## src/rtl/tda_pkg.sv

```systemverilog
package tda_pkg;

  localparam int unsigned AMOUNT_BITS_DEFAULT = 20;

  localparam logic [1:0] OP_ADD  = 2'd0;
  localparam logic [1:0] OP_SUB  = 2'd1;
  localparam logic [1:0] OP_LOAD = 2'd2;

  localparam logic [1:0] UNIT_SEC  = 2'd0;
  localparam logic [1:0] UNIT_MIN  = 2'd1;
  localparam logic [1:0] UNIT_HOUR = 2'd2;

  localparam int unsigned SEC_PER_MIN   = 60;
  localparam int unsigned MIN_PER_HOUR  = 60;
  localparam int unsigned HOURS_PER_DAY = 24;
  localparam int unsigned HOUR_MAX      = 23;
  localparam int unsigned MINUTE_MAX    = 59;
  localparam int unsigned DAYS_MAX      = 65535;

  typedef struct packed {
    logic [1:0] op;
    logic [1:0] unit;
    logic [4:0] dh;
    logic [5:0] dm;
    logic [5:0] ds;
    logic [4:0] lh;
    logic [5:0] lm;
    logic [5:0] ls;
  } tda_item_t;

  typedef struct packed {
    logic [4:0]  hour;
    logic [5:0]  minute;
    logic [5:0]  second;
    logic [15:0] days;
    logic        err;
  } tda_result_t;

endpackage

```

## src/rtl/tda_const_div.sv

```systemverilog
module tda_const_div #(
  parameter int unsigned W   = 20,
  parameter int unsigned DIV = 60,
  parameter int unsigned RW  = $clog2(DIV)
) (
  input  logic [W-1:0]  x,
  output logic [W-1:0]  q,
  output logic [RW-1:0] r
);

  localparam logic [W-1:0] RECIP = W'((64'd1 << W) / 64'(DIV));

  logic [2*W-1:0] prod;
  logic [W-1:0]   q_est;
  logic [W-1:0]   back;
  logic [W-1:0]   rem;

  assign prod  = (2*W)'(x) * (2*W)'(RECIP);
  assign q_est = prod[2*W-1:W];
  assign back  = W'(q_est * W'(DIV));
  assign rem   = x - back;

  always_comb begin
    if (rem >= W'(DIV)) begin
      q = q_est + W'(1);
      r = RW'(rem - W'(DIV));
    end else begin
      q = q_est;
      r = RW'(rem);
    end
  end

endmodule

```

## src/rtl/tda_clock_core.sv

```systemverilog
module tda_clock_core import tda_pkg::*; #(
  parameter int unsigned AMOUNT_BITS = AMOUNT_BITS_DEFAULT
) (
  input  logic                   clk,
  input  logic                   rst,
  input  logic                   en,
  input  tda_item_t              item,
  input  logic [AMOUNT_BITS-1:0] day_quot,
  output tda_result_t            result
);

  logic [4:0] hours, hours_next;
  logic [5:0] minutes, minutes_next;
  logic [5:0] seconds, seconds_next;

  logic [6:0] s_sum, m_sum, m_need;
  logic [5:0] h_sum, h_need;
  logic       c0, c1, c2, b0, b1, b2;
  logic [4:0] add_h, sub_h;
  logic [5:0] add_m, add_s, sub_m, sub_s;
  logic [33:0] days_wide;
  logic [15:0] days;
  logic        err;
  logic        load_ok;

  assign s_sum = 7'(seconds) + 7'(item.ds);
  assign c0    = s_sum >= 7'(SEC_PER_MIN);
  assign add_s = 6'(c0 ? s_sum - 7'(SEC_PER_MIN) : s_sum);
  assign m_sum = 7'(minutes) + 7'(item.dm) + 7'(c0);
  assign c1    = m_sum >= 7'(MIN_PER_HOUR);
  assign add_m = 6'(c1 ? m_sum - 7'(MIN_PER_HOUR) : m_sum);
  assign h_sum = 6'(hours) + 6'(item.dh) + 6'(c1);
  assign c2    = h_sum >= 6'(HOURS_PER_DAY);
  assign add_h = 5'(c2 ? h_sum - 6'(HOURS_PER_DAY) : h_sum);

  assign b0     = seconds < item.ds;
  assign sub_s  = 6'(7'(seconds) + (b0 ? 7'(SEC_PER_MIN) : 7'd0) - 7'(item.ds));
  assign m_need = 7'(item.dm) + 7'(b0);
  assign b1     = 7'(minutes) < m_need;
  assign sub_m  = 6'(7'(minutes) + (b1 ? 7'(MIN_PER_HOUR) : 7'd0) - m_need);
  assign h_need = 6'(item.dh) + 6'(b1);
  assign b2     = 6'(hours) < h_need;
  assign sub_h  = 5'(6'(hours) + (b2 ? 6'(HOURS_PER_DAY) : 6'd0) - h_need);

  assign load_ok = (item.lh <= 5'(HOUR_MAX)) && (item.lm <= 6'(MINUTE_MAX))
                   && (item.ls <= 6'(MINUTE_MAX));

  always_comb begin
    hours_next   = hours;
    minutes_next = minutes;
    seconds_next = seconds;
    days_wide    = '0;
    err          = 1'b0;
    case (item.op)
      OP_LOAD: begin
        if (load_ok) begin
          hours_next   = item.lh;
          minutes_next = item.lm;
          seconds_next = item.ls;
        end else begin
          err = 1'b1;
        end
      end
      OP_ADD: begin
        if (item.unit inside {UNIT_SEC, UNIT_MIN, UNIT_HOUR}) begin
          hours_next   = add_h;
          minutes_next = add_m;
          seconds_next = add_s;
          days_wide    = 34'(day_quot) + 34'(c2);
        end
      end
      OP_SUB: begin
        if (item.unit inside {UNIT_SEC, UNIT_MIN, UNIT_HOUR}) begin
          hours_next   = sub_h;
          minutes_next = sub_m;
          seconds_next = sub_s;
          days_wide    = 34'(day_quot) + 34'(b2);
        end
      end
      default: ;
    endcase
  end

  assign days = (days_wide > 34'(DAYS_MAX)) ? 16'(DAYS_MAX) : days_wide[15:0];

  always_ff @(posedge clk) begin
    if (rst) begin
      hours   <= '0;
      minutes <= '0;
      seconds <= '0;
    end else if (en) begin
      hours   <= hours_next;
      minutes <= minutes_next;
      seconds <= seconds_next;
    end
  end

  assign result.hour   = hours_next;
  assign result.minute = minutes_next;
  assign result.second = seconds_next;
  assign result.days   = days;
  assign result.err    = err;

endmodule

```

## src/rtl/time_of_day_adjuster.sv

```systemverilog
// Time of day adjuster: holds hour, minute and second and applies one command per word.
// Input channel: in_valid / in_stall with operation, unit, amount and load fields.
// A word is taken at a clock edge with in_valid high and in_stall low.
// Operations: add or subtract amount in seconds, minutes or hours, or load a time.
// An invalid load leaves the time unchanged and returns load_error.
// Output channel: out_valid / out_stall with the time after the command,
// days carried or borrowed (saturating at 65535) and load_error.
// A taken word moves through stage registers s1 to s4, then into the output register.
// Throughput: one word per cycle unless the output stalls; three divide-by-constant
// stages split the amount into days, hours, minutes and seconds, and a final stage runs
// the carry or borrow chain against the held time, which updates in that same cycle.
// A stalled output holds; earlier stages keep filling their empty slots and
// in_stall rises only when every stage holds a word.
// Reset (synchronous, rst high) sets the time to 00:00:00 and empties the pipeline.
module time_of_day_adjuster import tda_pkg::*; #(
  parameter int unsigned AMOUNT_BITS = AMOUNT_BITS_DEFAULT
) (
  input  logic                   clk,
  input  logic                   rst,
  input  logic                   in_valid,
  output logic                   in_stall,
  input  logic [1:0]             operation,
  input  logic [1:0]             unit,
  input  logic [AMOUNT_BITS-1:0] amount,
  input  logic [4:0]             load_hour,
  input  logic [5:0]             load_minute,
  input  logic [5:0]             load_second,
  output logic                   out_valid,
  input  logic                   out_stall,
  output logic [4:0]             hour_now,
  output logic [5:0]             minute_now,
  output logic [5:0]             second_now,
  output logic [15:0]            days_carried,
  output logic                   load_error
);

  localparam int unsigned W = AMOUNT_BITS;

  logic v1, v2, v3, v4;
  logic load1, load2, load3, load4, adv_o;
  tda_item_t s1_item, s2_item, s3_item, s4_item;
  tda_item_t s2_item_next, s3_item_next, s4_item_next;
  logic [W-1:0] s1_amt, s2_mtot, s3_htot, s4_quot;

  logic [W-1:0] q1, q2, q3;
  logic [5:0]   r1, r2;
  logic [4:0]   r3;
  tda_result_t  core_res;

  assign adv_o    = !out_valid || !out_stall;
  assign load4    = !v4 || adv_o;
  assign load3    = !v3 || load4;
  assign load2    = !v2 || load3;
  assign load1    = !v1 || load2;
  assign in_stall = !load1;

  tda_const_div #(.W(W), .DIV(SEC_PER_MIN)) u_div_sec (
    .x(s1_amt), .q(q1), .r(r1)
  );

  tda_const_div #(.W(W), .DIV(MIN_PER_HOUR)) u_div_min (
    .x(s2_mtot), .q(q2), .r(r2)
  );

  tda_const_div #(.W(W), .DIV(HOURS_PER_DAY)) u_div_hour (
    .x(s3_htot), .q(q3), .r(r3)
  );

  tda_clock_core #(.AMOUNT_BITS(W)) u_core (
    .clk     (clk),
    .rst     (rst),
    .en      (v4 && adv_o),
    .item    (s4_item),
    .day_quot(s4_quot),
    .result  (core_res)
  );

  always_comb begin
    s2_item_next    = s1_item;
    s2_item_next.ds = (s1_item.unit == UNIT_SEC) ? r1 : 6'd0;
    s3_item_next    = s2_item;
    s3_item_next.dm = (s2_item.unit == UNIT_HOUR) ? 6'd0 : r2;
    s4_item_next    = s3_item;
    s4_item_next.dh = r3;
  end

  always_ff @(posedge clk) begin
    if (rst) begin
      v1        <= 1'b0;
      v2        <= 1'b0;
      v3        <= 1'b0;
      v4        <= 1'b0;
      out_valid <= 1'b0;
    end else begin
      if (load1) v1 <= in_valid;
      if (load2) v2 <= v1;
      if (load3) v3 <= v2;
      if (load4) v4 <= v3;
      if (adv_o) out_valid <= v4;
    end
  end

  always_ff @(posedge clk) begin
    if (load1) begin
      s1_item.op   <= operation;
      s1_item.unit <= unit;
      s1_item.dh   <= '0;
      s1_item.dm   <= '0;
      s1_item.ds   <= '0;
      s1_item.lh   <= load_hour;
      s1_item.lm   <= load_minute;
      s1_item.ls   <= load_second;
      s1_amt       <= amount;
    end
    if (load2) begin
      s2_item    <= s2_item_next;
      s2_mtot    <= (s1_item.unit == UNIT_SEC) ? q1 : s1_amt;
    end
    if (load3) begin
      s3_item    <= s3_item_next;
      s3_htot    <= (s2_item.unit == UNIT_HOUR) ? s2_mtot : q2;
    end
    if (load4) begin
      s4_item    <= s4_item_next;
      s4_quot    <= q3;
    end
    if (adv_o) begin
      hour_now     <= core_res.hour;
      minute_now   <= core_res.minute;
      second_now   <= core_res.second;
      days_carried <= core_res.days;
      load_error   <= core_res.err;
    end
  end

`ifndef SYNTH
  a_time_range: assert property (@(posedge clk) disable iff (rst)
    out_valid |-> (hour_now < 5'd24) && (minute_now < 6'd60) && (second_now < 6'd60))
    else $error("time out of range");

  a_err_no_days: assert property (@(posedge clk) disable iff (rst)
    out_valid && load_error |-> days_carried == 16'd0)
    else $error("load error with nonzero day count");

  a_accept_fills: assert property (@(posedge clk) disable iff (rst)
    in_valid && !in_stall |=> v1)
    else $error("accepted word not captured");

  a_stage_hold: assert property (@(posedge clk) disable iff (rst)
    v4 && !adv_o |=> v4 && $stable(s4_item) && $stable(s4_quot))
    else $error("final stage changed while output stalled");
`endif

endmodule

```

## config.mk

```make
export PLATFORM = sky130hd
export DESIGN_NAME = time_of_day_adjuster
export DESIGN_NICKNAME = d
export VERILOG_FILES = /design/src/rtl/tda_pkg.sv /design/src/rtl/tda_const_div.sv /design/src/rtl/tda_clock_core.sv /design/src/rtl/time_of_day_adjuster.sv
export SDC_FILE = /design/constraint.sdc
export NUM_CORES = 1
export LEC_CHECK = 0
export BUFFER_PORTS_ARGS = -buffer_cell sky130_fd_sc_hd__buf_2
export CAP_MARGIN = 30
export CORE_MARGIN = 3
export CORE_UTILIZATION = 41
export DETAILED_ROUTE_END_ITERATION = 8
export GPL_ROUTABILITY_DRIVEN = 0
export HOLD_SLACK_MARGIN = 0.03
export PLACE_DENSITY = 0.56
export SYNTH_ARGS = -nofsm -noshare
export SYNTH_HDL_FRONTEND = slang
export SYNTH_SLANG_ARGS = --single-unit
```

## constraint.sdc

```tcl
create_clock -name clk -period 10.5 [get_ports clk]
set_input_delay 0 -clock clk [delete_from_list [all_inputs] [get_ports clk]]
set_output_delay 0 -clock clk [all_outputs]
set_load 0.01 [all_outputs]
```

Word-level counts from Yosys, hierarchy flattened. Index checks and enable logic that the tools add are counted.

Register bits after elaboration: 252. Output and inout port bits: 36.

Add/sub/neg operators: 27. Multipliers: 6. Order comparisons: 13. Equal/unequal tests: 5. Multiplexer cells: 30. Reductions and logical operators: 19.

Operators with widths (number): $mux 20 (4); $mux 6 (12); $mux 34 (2); $pmux 34 s2 (1); $mul 20x13->33 const B (2); $sub 20x20->20 (3); $ge 20x6->1 const B (2); $add 17x1->18 (2); $mul 15x4->18 const B (2); $pmux 6 s3 (2); $mul 20x15->35 const B (1); $gt 34x16->1 const B (1); $add 15x1->16 const B (2); $mux 5 (6); $sub 6x6->6 const B (4); $ge 20x5->1 const B (1); $add 16x1->17 const B (1); $mul 16x2->17 const B (1); $mux 16 (1); $pmux 5 s3 (1); $add 6x6->7 (2); $ge 7x6->1 const B (2); $add 6x6->6 (2); $le 6x6->1 const B (2); other kinds (22) (41).

Depth between registers and ports, before layout. Gate-level depths: netlist (run 1).

Depth in word-level cells: 10. Gate-level depth with buffers: 42. Mapped depth without buffers: 41.

Cells and area by module. From an unflattened synthesis (run 1), not the netlist that was laid out.

Cell total of the unflattened synthesis: 3055. Area, all modules: 29985.0 sq um.

Modules (own cells, without submodules): time_of_day_adjuster (instances 1, cells an instance 316, area an instance 7858.8 sq um, sequential area each 7096.8 sq um); tda_const_div (u_div_hour) (instances 1, cells an instance 836, area an instance 7129.3 sq um, sequential area each 0.0 sq um); tda_const_div (u_div_sec) (instances 1, cells an instance 631, area an instance 5288.8 sq um, sequential area each 0.0 sq um); tda_const_div (u_div_min) (instances 1, cells an instance 646, area an instance 5216.3 sq um, sequential area each 0.0 sq um); tda_clock_core (instances 1, cells an instance 626, area an instance 4491.8 sq um, sequential area each 340.3 sq um).

Worst setup path before layout (run 1). Ideal clock, no wire load.

Path kind: flip-flop to flip-flop. Start point: register s3_htot[5]. End point: register s4_quot[0] (data pin). Setup time: 0.272 ns. Arrival: 9.127 ns. Data required time: 10.228 ns. Setup slack: 1.101 ns. Stages on the path, launching flop included: 40. Buffers on the path: 1. Cells stage by stage: edfxtp_1 ha_1 inv_1 fa_1 inv_1 fa_1 inv_1 fa_1 inv_1 fa_1 inv_1 fa_1 inv_1 ha_1 a221oi_1 nand4_1 o2111ai_1 a211oi_1 (+4 left out) or3_1 o221a_2 o21a_1 o21ai_0 nand2b_1 a21oi_1 xor2_1 ha_1 nand2b_1 a21oi_1 a311o_1 or4_1 a311oi_1 o2111ai_1 a311oi_1 mux2i_2 buf_4 xor2_1.

Longest elaborated chain between the ends: 5.

Ends and longest elaborated chain: start, declared (RTL line time_of_day_adjuster.sv:43) `logic [W-1:0] s1_amt, s2_mtot, s3_htot, s4_quot;`; start signal, assigned (RTL line time_of_day_adjuster.sv:121) `s3_htot <= (s2_item.unit == UNIT_HOUR) ? s2_mtot : q2;`; $mul 20x15->35 (RTL line tda_const_div.sv:18) `assign prod = (2*W)'(x) * (2*W)'(RECIP);`; $mul 16x2->17 (RTL line tda_const_div.sv:20) `assign back = W'(q_est * W'(DIV));`; $sub 20x20->20 (RTL line tda_const_div.sv:21) `assign rem = x - back;`; $ge 20x5->1 (RTL line tda_const_div.sv:24) `if (rem >= W'(DIV)) begin`; $mux 16 * (RTL line tda_const_div.sv:24); named net q3[0] (RTL line time_of_day_adjuster.sv:45) `logic [W-1:0] q1, q2, q3;`; end signal, assigned (RTL line time_of_day_adjuster.sv:125) `s4_quot <= q3;`; end, declared (RTL line time_of_day_adjuster.sv:43).

The timed path passes the listed nets; every way through them passes the cells marked *. A chain may end at the register's enable or synchronous reset.

Worst setup path after layout (run 1).
Start point: register s3_htot[4]. End point: register s4_quot[8] (data pin).

Same word-level chain as after synthesis.

==> metrics.md, run 1 <==
| Metric | Value |
|---|---|
| Status | complete, no violations |
| Worst Path Arrival | 10.38 ns |
| Highest Clock Rate | 99.31 MHz |
| Global-route usage over all layers | 0.1979 |
| HP Start | load_minute[2] |
| Post-synth EDFFs | 230 |
| Buf/Inv on CP | 6 |
| Global-route wire length before repair | 117.9 mm |
| Row cnt | 95 |
| Flop-to-flop setup slack | 0.43 ns |
| Max_cap viols | 0 |
| Vias | 21820 |
| Cells after synthesis | 2936 |
| Antenna-violating nets left | 0 |
| Reg2reg end | s4_quot[8]$_DFFE_PP_ |
| Reg2Reg Depth | 39 |
| Crit path launch type | flop |
| Layout cell share with drive strength beyond 1 | 0.09010 |
| Hold Vio Cnt, Final | 0 |
| CTS max path bufs | 3 |
| Clk_skew | between 0.015 and 0.02 ns |
| Antenna diode count | 0 |
| Syn Nets | approximately 3700 |
| Non-filler instance count after layout | 4084 |
| Post-synthesis register bit count | 252 |
| Synth Area per Inst | between 9 and 10 sq um |
| CTS root buf | clkbuf_16 |
| Leading cell type in the layout, fill and taps excluded | inv_1 |
| Worst path max stage delay | 0.56 ns |
| Final net count | 3876 |
| Cell mode on critical path | fa_1 |
| Initial antenna violation count | 1 |
| Dpl cells | 3969 |
| CTS tree | built |
| Most frequent cells in the layout | 506 x inv_1, 483 x ha_1, 230 x edfxtp_1 |
| Worst-skew pair later-pin latency | ~0.58 ns |
| Distinct cells, synth | 90 |
| Routed wire per std cell | 17.71 microns |
| Total core area | 0.06787 sq mm |
| Fin crit period | 10.07 ns |
| Worst hold stages | 2 |
| Vias per cell | 5.344 |
| Die H | 269.3 microns |
| Overflow after GRT | 0 |
| DRT iter0 DRCs | 1341 |
| PortBufs | 80 |
| Hold path endpoint | s1_item[8]$_DFFE_PN_ |
| Area grow syn2layout | 12.68% |
| CP top delay family | adder cells |
| Reg-to-Reg Start | s3_htot[4]$_DFFE_PP_ |
| Final period util | 0.9590 |
| Min-Delay Path Class | in2reg |
| Clock transition at path regs | 0.07 ns |
| Post-DP HPWL | approximately 60 mm |
| DRC viols | 0 |
| Slew headroom | 0.4030 |
| Post-synth ARST share | 0 |
| Largest net degree at the start of global routing | 56 |
| H-tree levels | 1 |
| Drt first pass iters | 5 |
| Mapped Area | 0.02842 sq mm |
| Die X | between 200 and 300 microns |
| Required time worst endpoint | 10.81 ns |
| # clock sinks | 252 |
| Number of CTS-inserted buffers | 29 |
| Setup CP Type | reg2reg |
| Routed wire length | 72.31 mm |
| Initial Util | 0.4187 |
| Io pins | 81 |
| Yosys warning total | 0 |
| Seq/Total Area, Yosys | 0.2585 |
| Die area | 0.07251 sq mm |
| Vias in the first global route | ~22000 |
| Crit. End Element | flop |
| Worst-Margin Slew | between 0.8 and 0.9 ns |
| Pins Over Slew Limit | 0 |
| Setup violations, final | 0 |
| Critical path peak fanout | 9 |
| Main flop type after synthesis | edfxtp_1 |
| Critical Path Slowest Stage Cell | fa_1 |
==> state kept, by name, indices dropped and copies added, names as in the netlist, 5 cells and up <==
register	flops
s4_quot	17
s1_amt	20
days_carried	16
s2_mtot	20
s3_item	33
u_core.minutes	6
s1_item	21
hour_now	5
s2_item	27
s3_htot	20
second_now	6
minute_now	6
s4_item	38
u_core.hours	5
u_core.seconds	6
==> synthesized netlist by cell type (30+ instances only) <==
| cell | instances | area share |
|---|---|---|
| fa_1 | 204 | 0.14 |
| o21a_1 | 37 | 0.0098 |
| nand3_1 | 83 | 0.015 |
| nand4_1 | 30 | 0.0066 |
| a21o_1 | 46 | 0.012 |
| xnor2_1 | 89 | 0.027 |
| inv_1 | 507 | 0.067 |
| o21ai_0 | 132 | 0.023 |
| clkbuf_1 | 37 | 0.0049 |
| a21oi_1 | 176 | 0.031 |
| a31oi_1 | 32 | 0.0070 |
| ha_1 | 486 | 0.21 |
| nor3_1 | 40 | 0.0070 |
| nor2_1 | 148 | 0.020 |
| xor2_1 | 58 | 0.018 |
| nand2_1 | 165 | 0.022 |
| edfxtp_1 | 230 | 0.24 |
==> kinds of logic after synthesis <==
logic type / after synthesis / share of synthesized area
adder cells (fa/ha/maj): 690 / 0.3577
buffers and inverters: 553 / 0.07401
multiplexers: 19 / 0.007000
AO/OA/AOI/OAI: 633 / 0.1457
XOR/XNOR: 147 / 0.04530
flip-flops: 252 / 0.2585
AND/OR/NAND/NOR: 642 / 0.1118
==> worst reg2reg max path: cells and delay by family, from the launching register on <==
family / cells / cell delay [ns]
multiplexers: 1 / 0.18
flip-flops: 1 / 0.50
buffers and inverters: 6 / 0.54
AO/OA/AOI/OAI: 14 / 2.81
AND/OR/NAND/NOR: 6 / 1.51
XOR/XNOR: 3 / 0.47
adder cells (fa/ha/maj): 9 / 3.78
==> area by class of cell <==
cell class | instances | area (sq um)
fill | 6378 | 35850
multi-input combinational | 2132 | 19120
sequential | 252 | 7347
inverter | 507 | 1903
timing repair buffer | 219 | 1556
tap | 921 | 1152
clock buffer | 34 | 744.5
clock inverter | 19 | 201.4
==> layer usage <==
layer  track usage  share of wire  routed length (microns)  vias up
li1              -              -                        -    10700
met1        0.2731           0.46                    33510    10590
met2        0.3384           0.48                    34500      442
met3       0.01814          0.035                     2567       96
met4       0.04368          0.024                     1739        0
met5             0              0                        0        -
==> how the worst max path moves through the flow <==
stage | startpoint | slack, ns | end | cells past startpoint
final | s3_htot[4]$_DFFE_PP_ | 0.43 | s4_quot[8]$_DFFE_PP_ | 39
after floorplan | s3_htot[5]$_DFFE_PP_ | 1.10 | s4_quot[0]$_DFFE_PP_ | 39
after detailed placement | s3_htot[13]$_DFFE_PP_ | 0.31 | s4_quot[1]$_DFFE_PP_ | 38
after global routing | s3_htot[5]$_DFFE_PP_ | -0.05 | s4_quot[13]$_DFFE_PP_ | 41
after global placement | s3_htot[7]$_DFFE_PP_ | 0.47 | s4_quot[15]$_DFFE_PP_ | 38
after CTS | s3_htot[13]$_DFFE_PP_ | 0.26 | s4_quot[1]$_DFFE_PP_ | 38
==> stage by stage <==
stage / hold slack [ns] / setup WS, ns / setup TNS [ns] / utilization / cell area (sq um)
final: 0.1344 / 0.4302 / 0 / 0.4718 / 32020
after global routing: 0.1119 / -0.05437 / -0.4251 / 0.4718 / 32020
after CTS: 0.1023 / 0.2563 / 0 / 0.4680 / 31760
after detailed placement: 0.1782 / 0.3121 / 0 / 0.4474 / 30370
after global placement: 0.1768 / 0.4658 / 0 / 0.4474 / 30370
after floorplan: 0.09887 / 1.101 / 0 / - / 28420
==> what timing repair did <==
item | CTS | global route
endpoints found under the setup margin | 0 | 40
setup buffers | 0 | 16
hold buffers | 45 | 0
gates resized for setup | 0 | 25
hold endpoints to repair | 58 | 0
Power of run 1 is not shown: default switching activity piles up to over one toggle a cycle in this logic, so the estimate is an artifact.
==> run 2: changes to the inputs <==
--- a/config.mk
+++ b/config.mk
@@ -8,11 +8,11 @@
 export BUFFER_PORTS_ARGS = -buffer_cell sky130_fd_sc_hd__buf_2
 export CAP_MARGIN = 30
 export CORE_MARGIN = 3
-export CORE_UTILIZATION = 41
+export CORE_UTILIZATION = 50
 export DETAILED_ROUTE_END_ITERATION = 8
 export GPL_ROUTABILITY_DRIVEN = 0
 export HOLD_SLACK_MARGIN = 0.03
-export PLACE_DENSITY = 0.56
+export PLACE_DENSITY = 0.66
 export SYNTH_ARGS = -nofsm -noshare
 export SYNTH_HDL_FRONTEND = slang
 export SYNTH_SLANG_ARGS = --single-unit
==> run 2 against run 1 <==
  * Count of clock-buffer cells in the layout down 1
  * First-iteration DRC count up 14%
  * Critical path depth up 1
  * Worst hold slack better by 0.0029 ns
  * Die area down 18%
  * Maximum frequency about the same
  * Wire length down 3.6%
  * Cell count down 4.9%
  * Core utilization up 9.7 points
==> metrics.md, run 2 (synthesis gave the netlist of run 1 again) <==
| Metric | Value |
|---|---|
| CTS root buf | clkbuf_16 |
| Antenna diode count | 0 (unchanged) |
| Slew headroom | 0.3469 (-0.05615) |
| Die H | 244.4 microns (-9.2%) |
| Clk_skew | 0.01681 ns (+0.0005431 ns) |
| Worst Path Arrival | 10.39 ns (about the same) |
| Global-route usage over all layers | 0.2323 (+0.03436) |
| H-tree levels | 1 (unchanged) |
| Buf/Inv on CP | 8 (+2) |
| Die area | 0.05974 sq mm (-18%) |
| Area grow syn2layout | 11.38% |
| CP top delay family | adder cells |
| Overflow after GRT | 0 (unchanged) |
| Number of CTS-inserted buffers | 28 (-3.4%) |
| Vias in the first global route | 22100 (-0.48%) |
| Layout cell share with drive strength beyond 1 | 0.08360 (-0.006505) |
| Leading cell type in the layout, fill and taps excluded | inv_1 |
| Io pins | 81 (unchanged) |
| Crit. End Element | flop |
| Antenna-violating nets left | 0 (unchanged) |
| Most frequent cells in the layout | 506 x inv_1, 484 x ha_1, 230 x edfxtp_1 |
| Most flops, register | s4_item |
| Total core area | 0.05563 sq mm (-18%) |
| Dpl cell area | 0.02992 sq mm (-1.5%) |
| Row cnt | 86 (-9.5%) |
| Worst-Margin Slew | 0.9761 ns (+0.08392 ns) |
| Final instance area | 0.03165 sq mm (-1.2%) |
| TNS Setup | 0 ns (unchanged) |
| Critical Path Slowest Stage Cell | fa_1 |
| Vias | 21960 (+0.60%) |
| Final net count | 3847 (-0.75%) |
| Initial Util | 0.5109 (+0.09213) |
| CTS max path bufs | 3 (unchanged) |
| Post-DP HPWL | 56.10 mm (-5.1%) |
| Final period util | 0.9587 (about the same) |
| Setup CP Type | reg2reg |
| Crit path launch type | flop |
| Max_cap viols | 0 (unchanged) |
| Die X | 244.4 microns (-9.2%) |
| Worst path max stage delay | 0.55 ns (about the same) |
| Setup violations, final | 0 (unchanged) |
| Highest Clock Rate | 99.34 MHz (about the same) |
| Regs by FF count | s4_item (38), s3_item (33), s2_item (27) |
| DRC viols | 0 (unchanged) |
| Global-route wire length before repair | 113.6 mm (-3.7%) |
| Fin crit period | 10.07 ns (-0.003408 ns) |
| Drt first pass iters | 7 (+2) |
| Critical path peak fanout | 9 (unchanged) |
| Status | complete, no violations |
| Max reg flops | 38 (unchanged) |
| Worst-skew pair later-pin latency | 0.58 ns (about the same) |
| Vias per cell | 5.656 (+5.8%) |
| Initial antenna violation count | 0 (-1) |
| Largest net degree at the start of global routing | 56 (unchanged) |
| # clock sinks | 252 (unchanged) |
| Routed wire per std cell | 17.95 microns (+1.4%) |
| Cell mode on critical path | inv_1 |
| Clock transition at path regs | 0.07 ns (about the same) |
| Hold Vio Cnt, Final | 0 (unchanged) |
| DRT iter0 DRCs | 1528 (+14%) |
| Min-Delay Path Class | in2reg |
| CTS tree | built |
| PortBufs | 80 (unchanged) |
| Pins Over Slew Limit | 0 (unchanged) |
| Required time worst endpoint | 10.83 ns (+0.02 ns) |
| Routed wire length | 69.68 mm (-3.6%) |
==> run 2: path summary, 6_finish.rpt <==
kind,startpoint,cells past startpoint,slack [ns],to
worst max-delay path,s3_htot[5]$_DFFE_PP_,40,0.43,s4_quot[1]$_DFFE_PP_
worst min register to register,s3_item[6]$_DFFE_PP_,0,0.41,s4_item[6]$_DFFE_PP_
worst min-delay path,amount[10],2,0.14,s1_amt[10]$_DFFE_PN_
worst max register to register,s3_htot[5]$_DFFE_PP_,40,0.43,s4_quot[1]$_DFFE_PP_
==> run 2: per-layer routing <==
layer / wire length, microns / up-vias / track usage
li1: - / 10630 / -
met1: 31410 / 10650 / 0.3148
met2: 33270 / 552 / 0.3985
met3: 3078 / 127 / 0.02522
met4: 1917 / 0 / 0.05922
met5: 0 / - / 0
==> run 2: layout make-up <==
cell class / count / area, sq um
fillers: 4930 / 23980
multi-input cells: 2132 / 19170
flip-flops and latches: 252 / 7347
inverters: 507 / 1903
repair buffers: 191 / 1346
well taps: 748 / 935.9
clock buffers: 33 / 739.5
clock inverters: 19 / 206.4
==> run 2: per-stage QoR <==
stage / worst slack (ns) / instances / utilization / hold slack [ns]
2_1_floorplan: 1.101 / 2936 / - / 0.09887
3_3_place_gp: 0.5090 / 3764 / 0.5378 / 0.1763
3_5_place_dp: 0.1788 / 3764 / 0.5378 / 0.1781
4_1_cts: 0.1297 / 3861 / 0.5629 / 0.1077
5_1_grt: -0.1165 / 3882 / 0.5690 / 0.1248
6_report: 0.4336 / 3882 / 0.5690 / 0.1374
==> run 2: repair_timing <==
item | CTS | global route
endpoints found under the setup margin | 0 | 55
hold buffers | 45 | 0
endpoints found under the hold margin | 58 | 0
buffers inserted | 0 | 19
gates resized for setup | 0 | 30
Power of run 2 is left out for the same reason.
